<file path="src/rtl/ucal_pkg.sv">
package ucal_pkg;

	// field widths
	localparam int unsigned EPOCH_W = 32;
	localparam int unsigned YEAR_W  = 12;
	localparam int unsigned MONTH_W = 4;
	localparam int unsigned DAY_W   = 5;
	localparam int unsigned WDAY_W  = 3;
	localparam int unsigned HOUR_W  = 5;
	localparam int unsigned MIN_W   = 6;
	localparam int unsigned SEC_W   = 6;

	// internal widths: day count since epoch, second of day, minute of day
	localparam int unsigned DAYS_W  = 16;
	localparam int unsigned TOD_W   = 17;
	localparam int unsigned MINS_W  = 11;
	localparam int unsigned DOY_W   = 9;
	localparam int unsigned A1_W    = 16;
	localparam int unsigned CENT_W  = 7;

	localparam int unsigned SECS_PER_DAY = 86400;
	localparam int unsigned SECS_PER_MIN = 60;
	localparam int unsigned MINS_PER_HR  = 60;
	localparam int unsigned DAYS_PER_4Y  = 1461;

	// reciprocals for constant division: q = (x * RECIP) >> SHIFT
	// seconds / 86400 = (t >> 7) / 675
	localparam int unsigned DAY_PRESHIFT = 7;
	localparam longint unsigned DAY_RECIP = 64'd50903317;
	localparam int unsigned DAY_SHIFT    = 35;
	// tod / 3600 = (tod >> 4) / 225
	localparam int unsigned HOUR_PRESHIFT = 4;
	localparam int unsigned HOUR_RECIP    = 9321;
	localparam int unsigned HOUR_SHIFT    = 21;
	// tod / 60 = (tod >> 2) / 15
	localparam int unsigned MINS_PRESHIFT = 2;
	localparam int unsigned MINS_RECIP    = 34953;
	localparam int unsigned MINS_SHIFT    = 19;
	// (4a + 3) / 1461
	localparam int unsigned CENT_RECIP = 367469;
	localparam int unsigned CENT_SHIFT = 29;

	// century selection over the 32-bit range: centuries that start
	// in March 1900, 2000 and 2100
	localparam int unsigned ERA2000_START = 11017;
	localparam int unsigned ERA2100_START = 47541;
	localparam int unsigned ERA1900_OFS   = 25508;
	localparam int unsigned BASE_1900     = 1900;
	localparam int unsigned BASE_2000     = 2000;
	localparam int unsigned BASE_2100     = 2100;

	// 1970-01-01 was a Thursday
	localparam int unsigned WDAY_EPOCH = 3;
	localparam int unsigned DAYS_PER_WK = 7;

	// months counted from March
	localparam int unsigned NUM_MONTHS = 12;
	localparam int unsigned JAN_IDX    = 10;
	localparam int unsigned MARCH      = 3;

	typedef struct packed {
		logic s1;
		logic s2;
		logic s3;
		logic s4;
		logic s5;
		logic s6;
	} ucal_ld_t;

	// first day of month k within a March-based year
	function automatic logic [DOY_W-1:0] month_start(input logic [MONTH_W-1:0] k);
		logic [DOY_W-1:0] r;
		case (k)
			4'd0:    r = 9'd0;
			4'd1:    r = 9'd31;
			4'd2:    r = 9'd61;
			4'd3:    r = 9'd92;
			4'd4:    r = 9'd122;
			4'd5:    r = 9'd153;
			4'd6:    r = 9'd184;
			4'd7:    r = 9'd214;
			4'd8:    r = 9'd245;
			4'd9:    r = 9'd275;
			4'd10:   r = 9'd306;
			4'd11:   r = 9'd337;
			default: r = 9'd366;
		endcase
		return r;
	endfunction

endpackage

</file>
<file path="src/rtl/ucal_in_if.sv">
interface ucal_in_if import ucal_pkg::*; ();
	logic               valid;
	logic               ready;
	logic [EPOCH_W-1:0] epoch_seconds;

	modport source (output valid, output epoch_seconds, input ready);
	modport sink   (input valid, input epoch_seconds, output ready);
endinterface

</file>
<file path="src/rtl/ucal_out_if.sv">
interface ucal_out_if import ucal_pkg::*; ();
	logic               valid;
	logic               ready;
	logic [YEAR_W-1:0]  year;
	logic [MONTH_W-1:0] month;
	logic [DAY_W-1:0]   day_of_month;
	logic [WDAY_W-1:0]  weekday;
	logic [HOUR_W-1:0]  hour;
	logic [MIN_W-1:0]   minute;
	logic [SEC_W-1:0]   second;

	modport source (output valid, output year, output month, output day_of_month,
		output weekday, output hour, output minute, output second, input ready);
	modport sink   (input valid, input year, input month, input day_of_month,
		input weekday, input hour, input minute, input second, output ready);
endinterface

</file>
<file path="src/rtl/ucal_ctrl.sv">
module ucal_ctrl import ucal_pkg::*; (
	input  logic     clk,
	input  logic     arst_n,
	input  logic     in_valid,
	input  logic     out_ready,
	output logic     in_ready,
	output logic     out_valid,
	output ucal_ld_t ld
);

	localparam int unsigned NSTG = 6;

	logic [NSTG:1]   vld_q;
	logic [NSTG+1:1] adv;
	logic [NSTG:0]   vld_in;

	// a stage moves when it is empty or its successor moves, so bubbles collapse
	always_comb begin
		adv[NSTG+1] = out_ready;
		for (int k = NSTG; k >= 1; k--) begin
			adv[k] = !vld_q[k] || adv[k+1];
		end
	end

	assign vld_in = {vld_q, in_valid};

	always_ff @(posedge clk or negedge arst_n) begin
		if (!arst_n) begin
			vld_q <= '0;
		end else begin
			for (int k = 1; k <= NSTG; k++) begin
				if (adv[k]) begin
					vld_q[k] <= vld_in[k-1];
				end
			end
		end
	end

	assign ld = '{s1: adv[1], s2: adv[2], s3: adv[3], s4: adv[4], s5: adv[5], s6: adv[6]};
	assign in_ready  = adv[1];
	assign out_valid = vld_q[NSTG];

endmodule

</file>
<file path="src/rtl/ucal_tod.sv">
module ucal_tod import ucal_pkg::*; (
	input  logic              clk,
	input  ucal_ld_t          ld,
	input  logic [TOD_W-1:0]  t_lo,
	input  logic [DAYS_W-1:0] days,
	output logic [HOUR_W-1:0] hour,
	output logic [MIN_W-1:0]  minute,
	output logic [SEC_W-1:0]  second
);

	localparam int unsigned BASE_W = DAYS_W + TOD_W;
	localparam int unsigned HX_W   = TOD_W - HOUR_PRESHIFT;
	localparam int unsigned HP_W   = HX_W + 14;
	localparam int unsigned MX_W   = TOD_W - MINS_PRESHIFT;
	localparam int unsigned MP_W   = MX_W + 16;

	logic [BASE_W-1:0] day_base;
	logic [TOD_W-1:0]  tod;
	logic [TOD_W-1:0]  tod_s3, tod_s4;
	logic [HP_W-1:0]   hour_prod;
	logic [MP_W-1:0]   mins_prod;
	logic [HOUR_W-1:0] hour_s4, hour_s5, hour_s6;
	logic [MINS_W-1:0] mins_s4;
	logic [MINS_W-1:0] minute_full;
	logic [TOD_W-1:0]  second_full;
	logic [MIN_W-1:0]  minute_s5, minute_s6;
	logic [SEC_W-1:0]  second_s5, second_s6;

	// second of day; result is below 2^17 so the low bits suffice
	assign day_base = BASE_W'(days) * BASE_W'(SECS_PER_DAY);
	assign tod      = t_lo - day_base[TOD_W-1:0];

	always_ff @(posedge clk) begin
		if (ld.s3) begin
			tod_s3 <= tod;
		end
	end

	assign hour_prod = HP_W'(tod_s3[TOD_W-1:HOUR_PRESHIFT]) * HP_W'(HOUR_RECIP);
	assign mins_prod = MP_W'(tod_s3[TOD_W-1:MINS_PRESHIFT]) * MP_W'(MINS_RECIP);

	always_ff @(posedge clk) begin
		if (ld.s4) begin
			tod_s4  <= tod_s3;
			hour_s4 <= hour_prod[HOUR_SHIFT +: HOUR_W];
			mins_s4 <= mins_prod[MINS_SHIFT +: MINS_W];
		end
	end

	assign minute_full = mins_s4 - MINS_W'(MINS_W'(hour_s4) * MINS_W'(MINS_PER_HR));
	assign second_full = tod_s4 - TOD_W'(TOD_W'(mins_s4) * TOD_W'(SECS_PER_MIN));

	always_ff @(posedge clk) begin
		if (ld.s5) begin
			hour_s5   <= hour_s4;
			minute_s5 <= minute_full[MIN_W-1:0];
			second_s5 <= second_full[SEC_W-1:0];
		end
	end

	always_ff @(posedge clk) begin
		if (ld.s6) begin
			hour_s6   <= hour_s5;
			minute_s6 <= minute_s5;
			second_s6 <= second_s5;
		end
	end

	assign hour   = hour_s6;
	assign minute = minute_s6;
	assign second = second_s6;

endmodule

</file>
<file path="src/rtl/ucal_date.sv">
module ucal_date import ucal_pkg::*; (
	input  logic               clk,
	input  ucal_ld_t           ld,
	input  logic [DAYS_W-1:0]  days,
	output logic [YEAR_W-1:0]  year,
	output logic [MONTH_W-1:0] month,
	output logic [DAY_W-1:0]   day_of_month,
	output logic [WDAY_W-1:0]  weekday
);

	localparam int unsigned WX_W = 18;
	localparam int unsigned CX_W = A1_W + 2;
	localparam int unsigned CP_W = CX_W + 19;
	localparam int unsigned QP_W = 18;

	logic [A1_W-1:0]    a1;
	logic [YEAR_W-1:0]  base;
	logic [WX_W-1:0]    wx;
	logic [5:0]         wsum;
	logic [3:0]         wfold;
	logic [WDAY_W-1:0]  wd;
	logic [A1_W-1:0]    a1_s3, a1_s4;
	logic [YEAR_W-1:0]  base_s3, base_s4;
	logic [WDAY_W-1:0]  wd_s3, wd_s4, wd_s5, wd_s6;
	logic [CP_W-1:0]    cent_prod;
	logic [CENT_W-1:0]  c_s4;
	logic [QP_W-1:0]    quad_days;
	logic [A1_W-1:0]    a2_full;
	logic [DOY_W-1:0]   a2_s5;
	logic [YEAR_W-1:0]  yr_s5;
	logic [MONTH_W-1:0] d;
	logic               late;
	logic [DOY_W-1:0]   dom_full;
	logic [YEAR_W-1:0]  year_s6;
	logic [MONTH_W-1:0] month_s6;
	logic [DAY_W-1:0]   dom_s6;

	// pick the century and the day within it
	always_comb begin
		if (days >= DAYS_W'(ERA2100_START)) begin
			a1   = days - A1_W'(ERA2100_START);
			base = YEAR_W'(BASE_2100);
		end else if (days >= DAYS_W'(ERA2000_START)) begin
			a1   = days - A1_W'(ERA2000_START);
			base = YEAR_W'(BASE_2000);
		end else begin
			a1   = days + A1_W'(ERA1900_OFS);
			base = YEAR_W'(BASE_1900);
		end
	end

	// mod 7 by folding octal digits, since 8 = 1 mod 7
	assign wx    = WX_W'(days) + WX_W'(WDAY_EPOCH);
	assign wsum  = 6'(wx[2:0]) + 6'(wx[5:3]) + 6'(wx[8:6]) + 6'(wx[11:9])
		+ 6'(wx[14:12]) + 6'(wx[17:15]);
	assign wfold = 4'(wsum[5:3]) + 4'(wsum[2:0]);
	assign wd    = (wfold >= 4'(DAYS_PER_WK)) ? WDAY_W'(wfold - 4'(DAYS_PER_WK))
		: wfold[WDAY_W-1:0];

	always_ff @(posedge clk) begin
		if (ld.s3) begin
			a1_s3   <= a1;
			base_s3 <= base;
			wd_s3   <= wd;
		end
	end

	assign cent_prod = CP_W'({a1_s3, 2'b11}) * CP_W'(CENT_RECIP);

	always_ff @(posedge clk) begin
		if (ld.s4) begin
			a1_s4   <= a1_s3;
			base_s4 <= base_s3;
			wd_s4   <= wd_s3;
			c_s4    <= cent_prod[CENT_SHIFT +: CENT_W];
		end
	end

	assign quad_days = QP_W'(c_s4) * QP_W'(DAYS_PER_4Y);
	assign a2_full   = a1_s4 - quad_days[QP_W-1:2];

	always_ff @(posedge clk) begin
		if (ld.s5) begin
			a2_s5 <= a2_full[DOY_W-1:0];
			yr_s5 <= base_s4 + YEAR_W'(c_s4);
			wd_s5 <= wd_s4;
		end
	end

	// month index from March: count month starts at or before the day
	always_comb begin
		d = '0;
		for (int k = 1; k < NUM_MONTHS; k++) begin
			if (month_start(MONTH_W'(k)) <= a2_s5) begin
				d = d + 4'd1;
			end
		end
	end

	assign late     = (d >= MONTH_W'(JAN_IDX));
	assign dom_full = a2_s5 - month_start(d) + 9'd1;

	always_ff @(posedge clk) begin
		if (ld.s6) begin
			year_s6  <= yr_s5 + YEAR_W'(late);
			month_s6 <= late ? (d - MONTH_W'(JAN_IDX - 1)) : (d + MONTH_W'(MARCH));
			dom_s6   <= dom_full[DAY_W-1:0];
			wd_s6    <= wd_s5;
		end
	end

	assign year         = year_s6;
	assign month        = month_s6;
	assign day_of_month = dom_s6;
	assign weekday      = wd_s6;

endmodule

</file>
<file path="src/rtl/unix_seconds_to_calendar.sv">
// An input transfer is registered in stage s1 and passes through s2 to s6, the output register;
// the result is offered once it reaches s6 and transfers when calendar.ready is high.
// One timestamp per cycle unless the output stalls; a six-stage pipeline, at most one multiply deep per stage.
// Each stage advances when empty or when its successor advances, so inputs are
// still taken while a result waits, until every stage is full.
// Reset clears only the stage valid bits; no clearing pass.
module unix_seconds_to_calendar import ucal_pkg::*; (
	input  logic          clk,
	input  logic          arst_n,
	ucal_in_if.sink       timestamp,
	ucal_out_if.source    calendar
);

	localparam int unsigned DX_W = EPOCH_W - DAY_PRESHIFT;
	localparam int unsigned DP_W = DX_W + 26;

	ucal_ld_t            ld;
	logic [EPOCH_W-1:0]  t_s1;
	logic [DP_W-1:0]     days_prod;
	logic [TOD_W-1:0]    t_lo_s2;
	logic [DAYS_W-1:0]   days_s2;

	ucal_ctrl u_ctrl (
		.clk       (clk),
		.arst_n    (arst_n),
		.in_valid  (timestamp.valid),
		.out_ready (calendar.ready),
		.in_ready  (timestamp.ready),
		.out_valid (calendar.valid),
		.ld        (ld)
	);

	always_ff @(posedge clk) begin
		if (ld.s1) begin
			t_s1 <= timestamp.epoch_seconds;
		end
	end

	// whole days since epoch
	assign days_prod = DP_W'(t_s1[EPOCH_W-1:DAY_PRESHIFT]) * DP_W'(DAY_RECIP);

	always_ff @(posedge clk) begin
		if (ld.s2) begin
			t_lo_s2 <= t_s1[TOD_W-1:0];
			days_s2 <= days_prod[DAY_SHIFT +: DAYS_W];
		end
	end

	ucal_tod u_tod (
		.clk    (clk),
		.ld     (ld),
		.t_lo   (t_lo_s2),
		.days   (days_s2),
		.hour   (calendar.hour),
		.minute (calendar.minute),
		.second (calendar.second)
	);

	ucal_date u_date (
		.clk          (clk),
		.ld           (ld),
		.days         (days_s2),
		.year         (calendar.year),
		.month        (calendar.month),
		.day_of_month (calendar.day_of_month),
		.weekday      (calendar.weekday)
	);

	// a waiting result must not be overwritten
	a_out_hold: assert property (@(posedge clk) disable iff (!arst_n)
		calendar.valid && !calendar.ready |-> !ld.s6)
		else $error("output register loaded while result stalled");

	a_date_range: assert property (@(posedge clk) disable iff (!arst_n)
		calendar.valid |-> (calendar.month >= 4'd1 && calendar.month <= 4'd12
			&& calendar.day_of_month >= 5'd1 && calendar.weekday <= 3'd6
			&& calendar.year >= 12'd1970 && calendar.year <= 12'd2106))
		else $error("date field out of range");

	a_time_range: assert property (@(posedge clk) disable iff (!arst_n)
		calendar.valid |-> (calendar.hour <= 5'd23 && calendar.minute <= 6'd59
			&& calendar.second <= 6'd59))
		else $error("time field out of range");

	// an empty output stage never blocks the input side
	a_ready_free: assert property (@(posedge clk) disable iff (!arst_n)
		!calendar.valid |-> ld.s6)
		else $error("empty output stage not advancing");

endmodule
</file>
<file path="src/flat_wrapper.sv">
// flat-port wrapper written by rule: the top's interface ports become plain ports
module unix_seconds_to_calendar_flat import ucal_pkg::*;
  (clk, arst_n, timestamp_valid, timestamp_epoch_seconds, timestamp_ready, calendar_valid, calendar_year, calendar_month, calendar_day_of_month, calendar_weekday, calendar_hour, calendar_minute, calendar_second, calendar_ready);
  ucal_in_if timestamp_i ();
  ucal_out_if calendar_i ();
  input  logic clk;
  input  logic arst_n;
  input wire logic [$bits(timestamp_i.valid)-1:0] timestamp_valid;
  input wire logic [$bits(timestamp_i.epoch_seconds)-1:0] timestamp_epoch_seconds;
  output wire logic [$bits(timestamp_i.ready)-1:0] timestamp_ready;
  output wire logic [$bits(calendar_i.valid)-1:0] calendar_valid;
  output wire logic [$bits(calendar_i.year)-1:0] calendar_year;
  output wire logic [$bits(calendar_i.month)-1:0] calendar_month;
  output wire logic [$bits(calendar_i.day_of_month)-1:0] calendar_day_of_month;
  output wire logic [$bits(calendar_i.weekday)-1:0] calendar_weekday;
  output wire logic [$bits(calendar_i.hour)-1:0] calendar_hour;
  output wire logic [$bits(calendar_i.minute)-1:0] calendar_minute;
  output wire logic [$bits(calendar_i.second)-1:0] calendar_second;
  input wire logic [$bits(calendar_i.ready)-1:0] calendar_ready;
  assign timestamp_i.valid = timestamp_valid;
  assign timestamp_i.epoch_seconds = timestamp_epoch_seconds;
  assign timestamp_ready = timestamp_i.ready;
  assign calendar_valid = calendar_i.valid;
  assign calendar_year = calendar_i.year;
  assign calendar_month = calendar_i.month;
  assign calendar_day_of_month = calendar_i.day_of_month;
  assign calendar_weekday = calendar_i.weekday;
  assign calendar_hour = calendar_i.hour;
  assign calendar_minute = calendar_i.minute;
  assign calendar_second = calendar_i.second;
  assign calendar_i.ready = calendar_ready;
  unix_seconds_to_calendar u_core (.clk(clk), .arst_n(arst_n), .timestamp(timestamp_i), .calendar(calendar_i));
endmodule
</file>
<file path="config.mk">
export PLATFORM = sky130hd
export DESIGN_NAME = unix_seconds_to_calendar_flat
export DESIGN_NICKNAME = d
export VERILOG_FILES = /design/src/rtl/ucal_pkg.sv /design/src/rtl/ucal_in_if.sv /design/src/rtl/ucal_out_if.sv /design/src/rtl/ucal_ctrl.sv /design/src/rtl/ucal_tod.sv /design/src/rtl/ucal_date.sv /design/src/rtl/unix_seconds_to_calendar.sv /design/src/flat_wrapper.sv
export SDC_FILE = /design/constraint.sdc
export NUM_CORES = 2
export LEC_CHECK = 0
export ABC_CLOCK_PERIOD_IN_PS = 15080
export BUFFER_PORTS_ARGS = -buffer_cell sky130_fd_sc_hd__clkbuf_2
export CORE_UTILIZATION = 45
export DETAILED_ROUTE_END_ITERATION = 7
export HOLD_SLACK_MARGIN = 0.12
export PLACE_DENSITY = 0.7
export SETUP_SLACK_MARGIN = 0.3
export SYNTH_ARGS = -nofsm -noshare
export SYNTH_HDL_FRONTEND = slang
export SYNTH_SLANG_ARGS = --single-unit
</file>
<file path="constraint.sdc">
create_clock -name clk -period 15.08 [get_ports clk]
set_input_delay 1.508 -clock clk [delete_from_list [all_inputs] [get_ports clk]]
set_output_delay 1.508 -clock clk [all_outputs]
set_load 0.1 [all_outputs]
</file>
[Yosys cells after proc, flatten, opt, wreduce, memory -nomap -nowiden]
Memories as Yosys holds them, arrays and structs flattened.
Cells that the tools add are included.
Word-level totals
  bits in registers: 254
  ROM bits: 144
  input port bits: 36
  output and inout bits: 43
  memories kept: 1
Operators by class
  $add $sub $neg: 31
  multipliers: 8
  $lt $le $gt $ge: 15
  mux-type cells: 16
  reductions and logical operators: 12
Memory list
  (name not given): depth 16, bits a word 9, rd ports 1, clocked after Yosys merged registers in 0, write ports 0, RTL line ucal_pkg.sv:73  | case (k)
Operator list (number)
  multiplier 25 x 26 -> 51 bit, second input constant: 1
  two-way mux 4 bit: 11
  adder 4 x 1 -> 4 bit, second input constant: 10
  less-or-equal comparator 8 x 9 -> 1 bit, first input constant: 4
  multiplier 18 x 19 -> 36 bit, second input constant: 1
  two-way mux 16 bit: 2
  multiplier 15 x 16 -> 30 bit, second input constant: 1
  less-or-equal comparator 9 bit, first input constant: 3
  multiplier 13 x 14 -> 26 bit, second input constant: 1
  less-or-equal comparator 7 x 9 -> 1 bit, first input constant: 2
  adder 16 x 2 -> 17 bit, second input constant: 1
  subtractor 17 bit: 1
  adder 16 x 15 -> 16 bit, second input constant: 1
  greater-or-equal comparator 16 x 14 -> 1 bit, second input constant: 1
  greater-or-equal comparator 16 bit, second input constant: 1
  multiplier 16 x 10 -> 10 bit, second input constant: 1
  subtractor 16 x 14 -> 16 bit, second input constant: 1
  subtractor 16 bit, second input constant: 1
  adder 12 x 1 -> 12 bit: 1
  adder 12 x 7 -> 12 bit: 1
  subtractor 6 bit: 2
  multiplier 11 x 4 -> 4 bit, second input constant: 1
  multiplier 7 x 11 -> 11 bit, second input constant: 1
  less-or-equal comparator 5 x 9 -> 1 bit, first input constant: 1
  other kinds (20): 31

[Depth between registers and ports, before layout]
An unclocked memory read counts as a cell.
  depth after elaboration: 25
  gate-level depth with buffers: 38

[Hierarchy]
Synthesis repeated with hierarchy kept, for this count alone.
Second synthesis, totals
  cell total of the unflattened synthesis: 2931
  area total of the unflattened synthesis: 31811.8 um^2
Modules (own cells, without submodules)
  ucal_date: times used 1, cells an instance 1180, area an instance 12463.2 um^2
  unix_seconds_to_calendar: times used 1, cells an instance 1093, area an instance 11763.8 um^2
  ucal_tod: times used 1, cells an instance 637, area an instance 7328.3 um^2
  ucal_ctrl: times used 1, cells an instance 21, area an instance 256.5 um^2

[Worst setup path after synthesis]
Ideal clock, no wire load.
  kind: reg-to-reg
  start: register u_core.u_date.a2_s5[6]
  end: register u_core.u_date.dom_s6[4], in the netlist u_core.u_date.day_of_month[4] (data pin)
  library setup time: 0.261 ns
  arrival: 7.057 ns
  required time: 14.819 ns
  setup slack: 7.762 ns
  cell stages (with the launch flop): 37
  cells stage by stage: edfxtp_1 clkbuf_1 nor4_1 ha_1 xor2_1 ha_1 nand2_1 and2_1 xnor2_1 a21oi_1 ha_1 a22oi_1 o211ai_1 xor2_1 mux2_2 ha_1 nor2_1 a21oi_1 xnor2_1 mux2_2 ha_1 mux2_2 ha_1 nand2_1 xor2_1 xnor2_1 clkbuf_1 nand2_1 and3_1 a31oi_1 ha_1 inv_1 ha_1 a21o_1 a21oi_1 xnor2_1 xnor2_1
On the way
  word-level cells in the longest chain between the ends: 25
  elaborated cells on any way between the ends: 35
  classes of those cells: add/sub: 12; order compare: 11; mux: 11; memory: 1
RTL lines
  from (decl): RTL line ucal_date.sv:29  | logic [DOY_W-1:0] a2_s5;
  from (signal assigned): RTL line ucal_date.sv:84  | a2_s5 <= a2_full[DOY_W-1:0];
  less-or-equal comparator 5 x 9 -> 1 bit: RTL line ucal_date.sv:94  | if (month_start(MONTH_W'(k)) <= a2_s5) begin
  two-way mux 1 bit: RTL line ucal_date.sv:94
  adder 4 x 1 -> 4 bit: RTL line ucal_date.sv:95  | d = d + 4'd1;
  two-way mux 4 bit: RTL line ucal_date.sv:94
  adder 4 x 1 -> 4 bit: RTL line ucal_date.sv:95
  two-way mux 4 bit: RTL line ucal_date.sv:94
  adder 4 x 1 -> 4 bit: RTL line ucal_date.sv:95
  two-way mux 4 bit: RTL line ucal_date.sv:94
  [... 10 more ...]
  adder 4 x 1 -> 4 bit: RTL line ucal_date.sv:95
  two-way mux 4 bit: RTL line ucal_date.sv:94
  adder 4 x 1 -> 4 bit: RTL line ucal_date.sv:95
  two-way mux 4 bit *: RTL line ucal_date.sv:94
  memory (16 x 9 bit) *
  subtractor 5 bit *: RTL line ucal_date.sv:101  | assign dom_full = a2_s5 - month_start(d) + 9'd1;
  adder 5 x 1 -> 5 bit *: RTL line ucal_date.sv:101
  named net u_core.u_date.dom_full[4]: RTL line ucal_date.sv:33  | logic [DOY_W-1:0] dom_full;
  to (signal assigned): RTL line ucal_date.sv:107  | dom_s6 <= dom_full[DAY_W-1:0];
  to (decl): RTL line ucal_date.sv:36  | logic [DAY_W-1:0] dom_s6;
The timed path passes the listed nets; every way through them passes the cells marked *.
A chain may end at the register's enable or synchronous reset.

[Worst setup path in the final report]
  start: register u_core.u_date.a2_s5[1]
  end: register u_core.u_date.dom_s6[4], in the netlist u_core.u_date.day_of_month[4] (data pin)
On the way
  word-level cells in the longest chain between the ends: 25
  elaborated cells on any way between the ends: 35
  classes of those cells: add/sub: 12; order compare: 11; mux: 11; memory: 1
RTL lines (RTL line)
  less-or-equal comparator 5 x 9 -> 1 bit: ucal_date.sv:94
  two-way mux 1 bit: ucal_date.sv:94
  adder 4 x 1 -> 4 bit: ucal_date.sv:95
  two-way mux 4 bit: ucal_date.sv:94
  adder 4 x 1 -> 4 bit: ucal_date.sv:95
  two-way mux 4 bit: ucal_date.sv:94
  adder 4 x 1 -> 4 bit: ucal_date.sv:95
  two-way mux 4 bit: ucal_date.sv:94
  [... 10 more ...]
  adder 4 x 1 -> 4 bit: ucal_date.sv:95
  two-way mux 4 bit: ucal_date.sv:94
  adder 4 x 1 -> 4 bit: ucal_date.sv:95
  two-way mux 4 bit: ucal_date.sv:94
  memory (16 x 9 bit)
  subtractor 5 bit *: ucal_date.sv:101
  adder 5 x 1 -> 5 bit *: ucal_date.sv:101
  named net u_core.u_date.dom_full[4]: ucal_date.sv:33
Marked as above.

==> flow_summary.ini <==
[setup_path]
max_stage_delay_ns = 0.68
r2r-end = u_core.u_date.day_of_month[4]
cpMostUsedCell = ha_1
cpLargestDelayFamily = adder cells
critical_path_buf_inv_count = 1
required_ns = 15.37
cp-end-kind = flip-flop
cp-start-kind = flip-flop
worstRegToRegCells = 36
r2r_setup_slack_ns = 6.97
critPathKind = flip-flop to flip-flop
cp_max_fo = 12
crit_path_top_delay_cell = xnor2_1
r2r-start = u_core.u_date.a2_s5[1]
cp.arrival_ns = 8.40

[logic_synthesis]
syn_area_per_cell_um2 = 11.2
syn_nets = 3840
synth-edff-count = 231
synth-seq-area-share = 0.230
synth_top_flop_cell = edfxtp_1
synth_cell_types = 75
ys_ff_latch = 237
synth_warnings = 0
synthCells = 2750
async_flop_share = 0.0253
synth_area_um2 = 30800

[clocking]
cts_sinks = 237
cts_resized = 0
cts_tree = done
htree_num_levels = 1
clk_pin_slew_worst_paths_ns = 0.06
cts_root_buf = clkbuf_16
holdBufCountCts = 0
cts_setup_buffers = 0
clock_path_buffers = 3
cts_buffers = 26
insertion_delay_ns = 0.55

[detailed_routing]
wl_um = 57700
detail_route.wl_per_cell_um = 15.5
vias = 18600
drt_iter0_drc = 903
dr.pass1.iters = 5
ant_nets = 0
via_per_inst = 4.97
drc = 0

[cells_and_area]
final_common_cell = ha_1
fillers = 5946
final_cell_area_um2 = 33100
nets = 3930
num_antenna_cells = 0
drive_above_1_share = 0.0518
stdcell_count = 3731
final_cell_mix = 682 x ha_1, 650 x inv_1, 372 x fa_1, 231 x edfxtp_1, 127 x xnor2_1
syn_to_final_growth_pct = 7.40

[global_routing]
grt_max_degree = 45
grt_pass1_vias = 19600
grt_overflow = 0
grtUsageTotal = 0.173
antenna_found_initial = 0
grt_pass1_wl_um = 98000

[placement]
dp_cells = 3685
gp_congestion = 0.908
portBuffers = 78
placed_area_um2 = 32200
dpl.hpwl_um = 49500

[timing]
hold_viol = 0
tns_ns = 0
finClkSkew_ns = 0.0125
fmax_mhz = 123
min_period_ns = 8.11
period_share = 0.538
setup_viol = 0
tightest_slew_ns = 0.933
relSlewSlack = 0.377
rsz0062_at_grt = no
holdWs_ns = 0.416
drv_slew = 0

[outcome]
status = finished clean

[floorplanning]
die_w_um = 264
ios = 79
core-area_um2 = 67400
dieArea_um2 = 69500
start_util = 0.457
die_h_um = 264
rows = 95

[worst_hold_path]
min_to = u_core.t_lo_s2[3]
hold_class = flip-flop to flip-flop
hp-start = u_core.t_s1[3]
hold_depth = 0

[job]
drv_cap = 0
-- sequential cells by signal (all words and copies together) (netlist names), 7 cells and up --
signal and cells:
u_core.u_date.a1_s3 16, u_core.t_lo_s2 17, u_core.u_date.year 12, u_core.u_date.c_s4 7, u_core.t_s1 32, u_core.days_s2 16, u_core.u_tod.tod_s3 17, u_core.u_date.a2_s5 9
u_core.u_date.yr_s5 12, u_core.u_date.a1_s4 9
-- worst reg2reg max path, delay by kind of cell, from the launching register on --
family | cells | cell delay (ns)
fa+ha+maj | 8 | 2.28
flops | 1 | 0.50
xor+xnor | 8 | 1.73
mux | 3 | 0.83
simple gates | 8 | 1.21
buf+inv | 1 | 0.06
compound gates | 8 | 1.26
-- metrics by stage --
| step | setup slack [ns] | utilization |
|---|---|---|
| floorplan | 7.76 | - |
| global placement | 7.23 | 0.479 |
| detailed placement | 7.07 | 0.479 |
| CTS | 6.99 | 0.491 |
| global route | 6.21 | 0.491 |
| finish | 6.97 | 0.491 |
-- synth_stat cells, types with 3 or more instances --
| cell type | count | area share |
|---|---|---|
| nand2b_1 | 21 | 0.0043 |
| fa_1 | 372 | 0.24 |
| nor2_1 | 68 | 0.0083 |
| inv_1 | 651 | 0.079 |
| ha_1 | 682 | 0.28 |
| and3_1 | 14 | 0.0028 |
| a21oi_1 | 101 | 0.016 |
| mux2_2 | 4 | 0.0015 |
| o211a_1 | 3 | 0.00097 |
| nand3_1 | 29 | 0.0047 |
| nand4_1 | 19 | 0.0039 |
| a221oi_1 | 3 | 0.00085 |
| clkbuf_1 | 15 | 0.0018 |
| or3_1 | 4 | 0.00081 |
| a22oi_1 | 3 | 0.00073 |
| a21o_1 | 70 | 0.017 |
| xor2_1 | 48 | 0.014 |
| o211ai_1 | 8 | 0.0019 |
| a311o_1 | 3 | 0.00097 |
| nor2b_1 | 22 | 0.0045 |
| a221o_1 | 3 | 0.00097 |
| o21a_1 | 10 | 0.0024 |
| or2_2 | 4 | 0.00081 |
| o21ai_0 | 51 | 0.0083 |
| edfxtp_1 | 231 | 0.23 |
| o31ai_1 | 3 | 0.00073 |
| dfrtp_1 | 6 | 0.0049 |
| a31oi_1 | 9 | 0.0018 |
| and2_1 | 8 | 0.0016 |
| a211o_1 | 4 | 0.0011 |
| a211oi_1 | 5 | 0.0012 |
| mux2i_1 | 5 | 0.0016 |
| nor3_1 | 19 | 0.0031 |
| buf_2 | 4 | 0.00065 |
| nand2_1 | 59 | 0.0072 |
| o21bai_1 | 13 | 0.0032 |
| xnor2_1 | 127 | 0.036 |
-- kinds of logic after synthesis --
logic type | Yosys count | share of synthesized area
buf+inv | 674 | 0.0828
compound gates | 316 | 0.0673
mux | 9 | 0.00309
simple gates | 281 | 0.0458
flops | 237 | 0.230
xor+xnor | 179 | 0.0523
fa+ha+maj | 1054 | 0.519
-- final cells by class --
cell class / count / area (um^2) / share of cell area
Inverter: 651 / 2440 / 0.0739
Sequential cell: 237 / 7090 / 0.214
Clock inverter: 15 / 168 / 0.00507
Multi-Input combinational cell: 1839 / 21200 / 0.640
Tap cell: 873 / 1090 / 0.0330
Clock buffer: 31 / 669 / 0.0202
Timing Repair Buffer: 85 / 443 / 0.0134
-- worst max path at each step --
| stage | start | end | cells past startpoint |
|---|---|---|---|
| after floorplan | u_core.u_date.a2_s5[6] | u_core.u_date.day_of_month[4] | 36 |
| after global placement | u_core.u_date.a2_s5[1] | u_core.u_date.day_of_month[4] | 34 |
| after detailed placement | u_core.u_date.a2_s5[4] | u_core.u_date.day_of_month[4] | 34 |
| after CTS | u_core.u_date.a2_s5[4] | u_core.u_date.day_of_month[4] | 36 |
| after global routing | u_core.u_date.a2_s5[1] | u_core.u_date.day_of_month[4] | 36 |
| final | u_core.u_date.a2_s5[1] | u_core.u_date.day_of_month[4] | 36 |
-- layer usage --
layer / part of all wire / vias up / track usage
met4: 0.015 / 0 / 0.0297
met2: 0.48 / 267 / 0.300
met3: 0.033 / 53 / 0.0185
met5: 0 / - / 0
li1: - / 9253 / -
met1: 0.47 / 8987 / 0.237
Power is not shown: default switching activity piles up to over one toggle a cycle in this logic, so the estimate is an artifact.
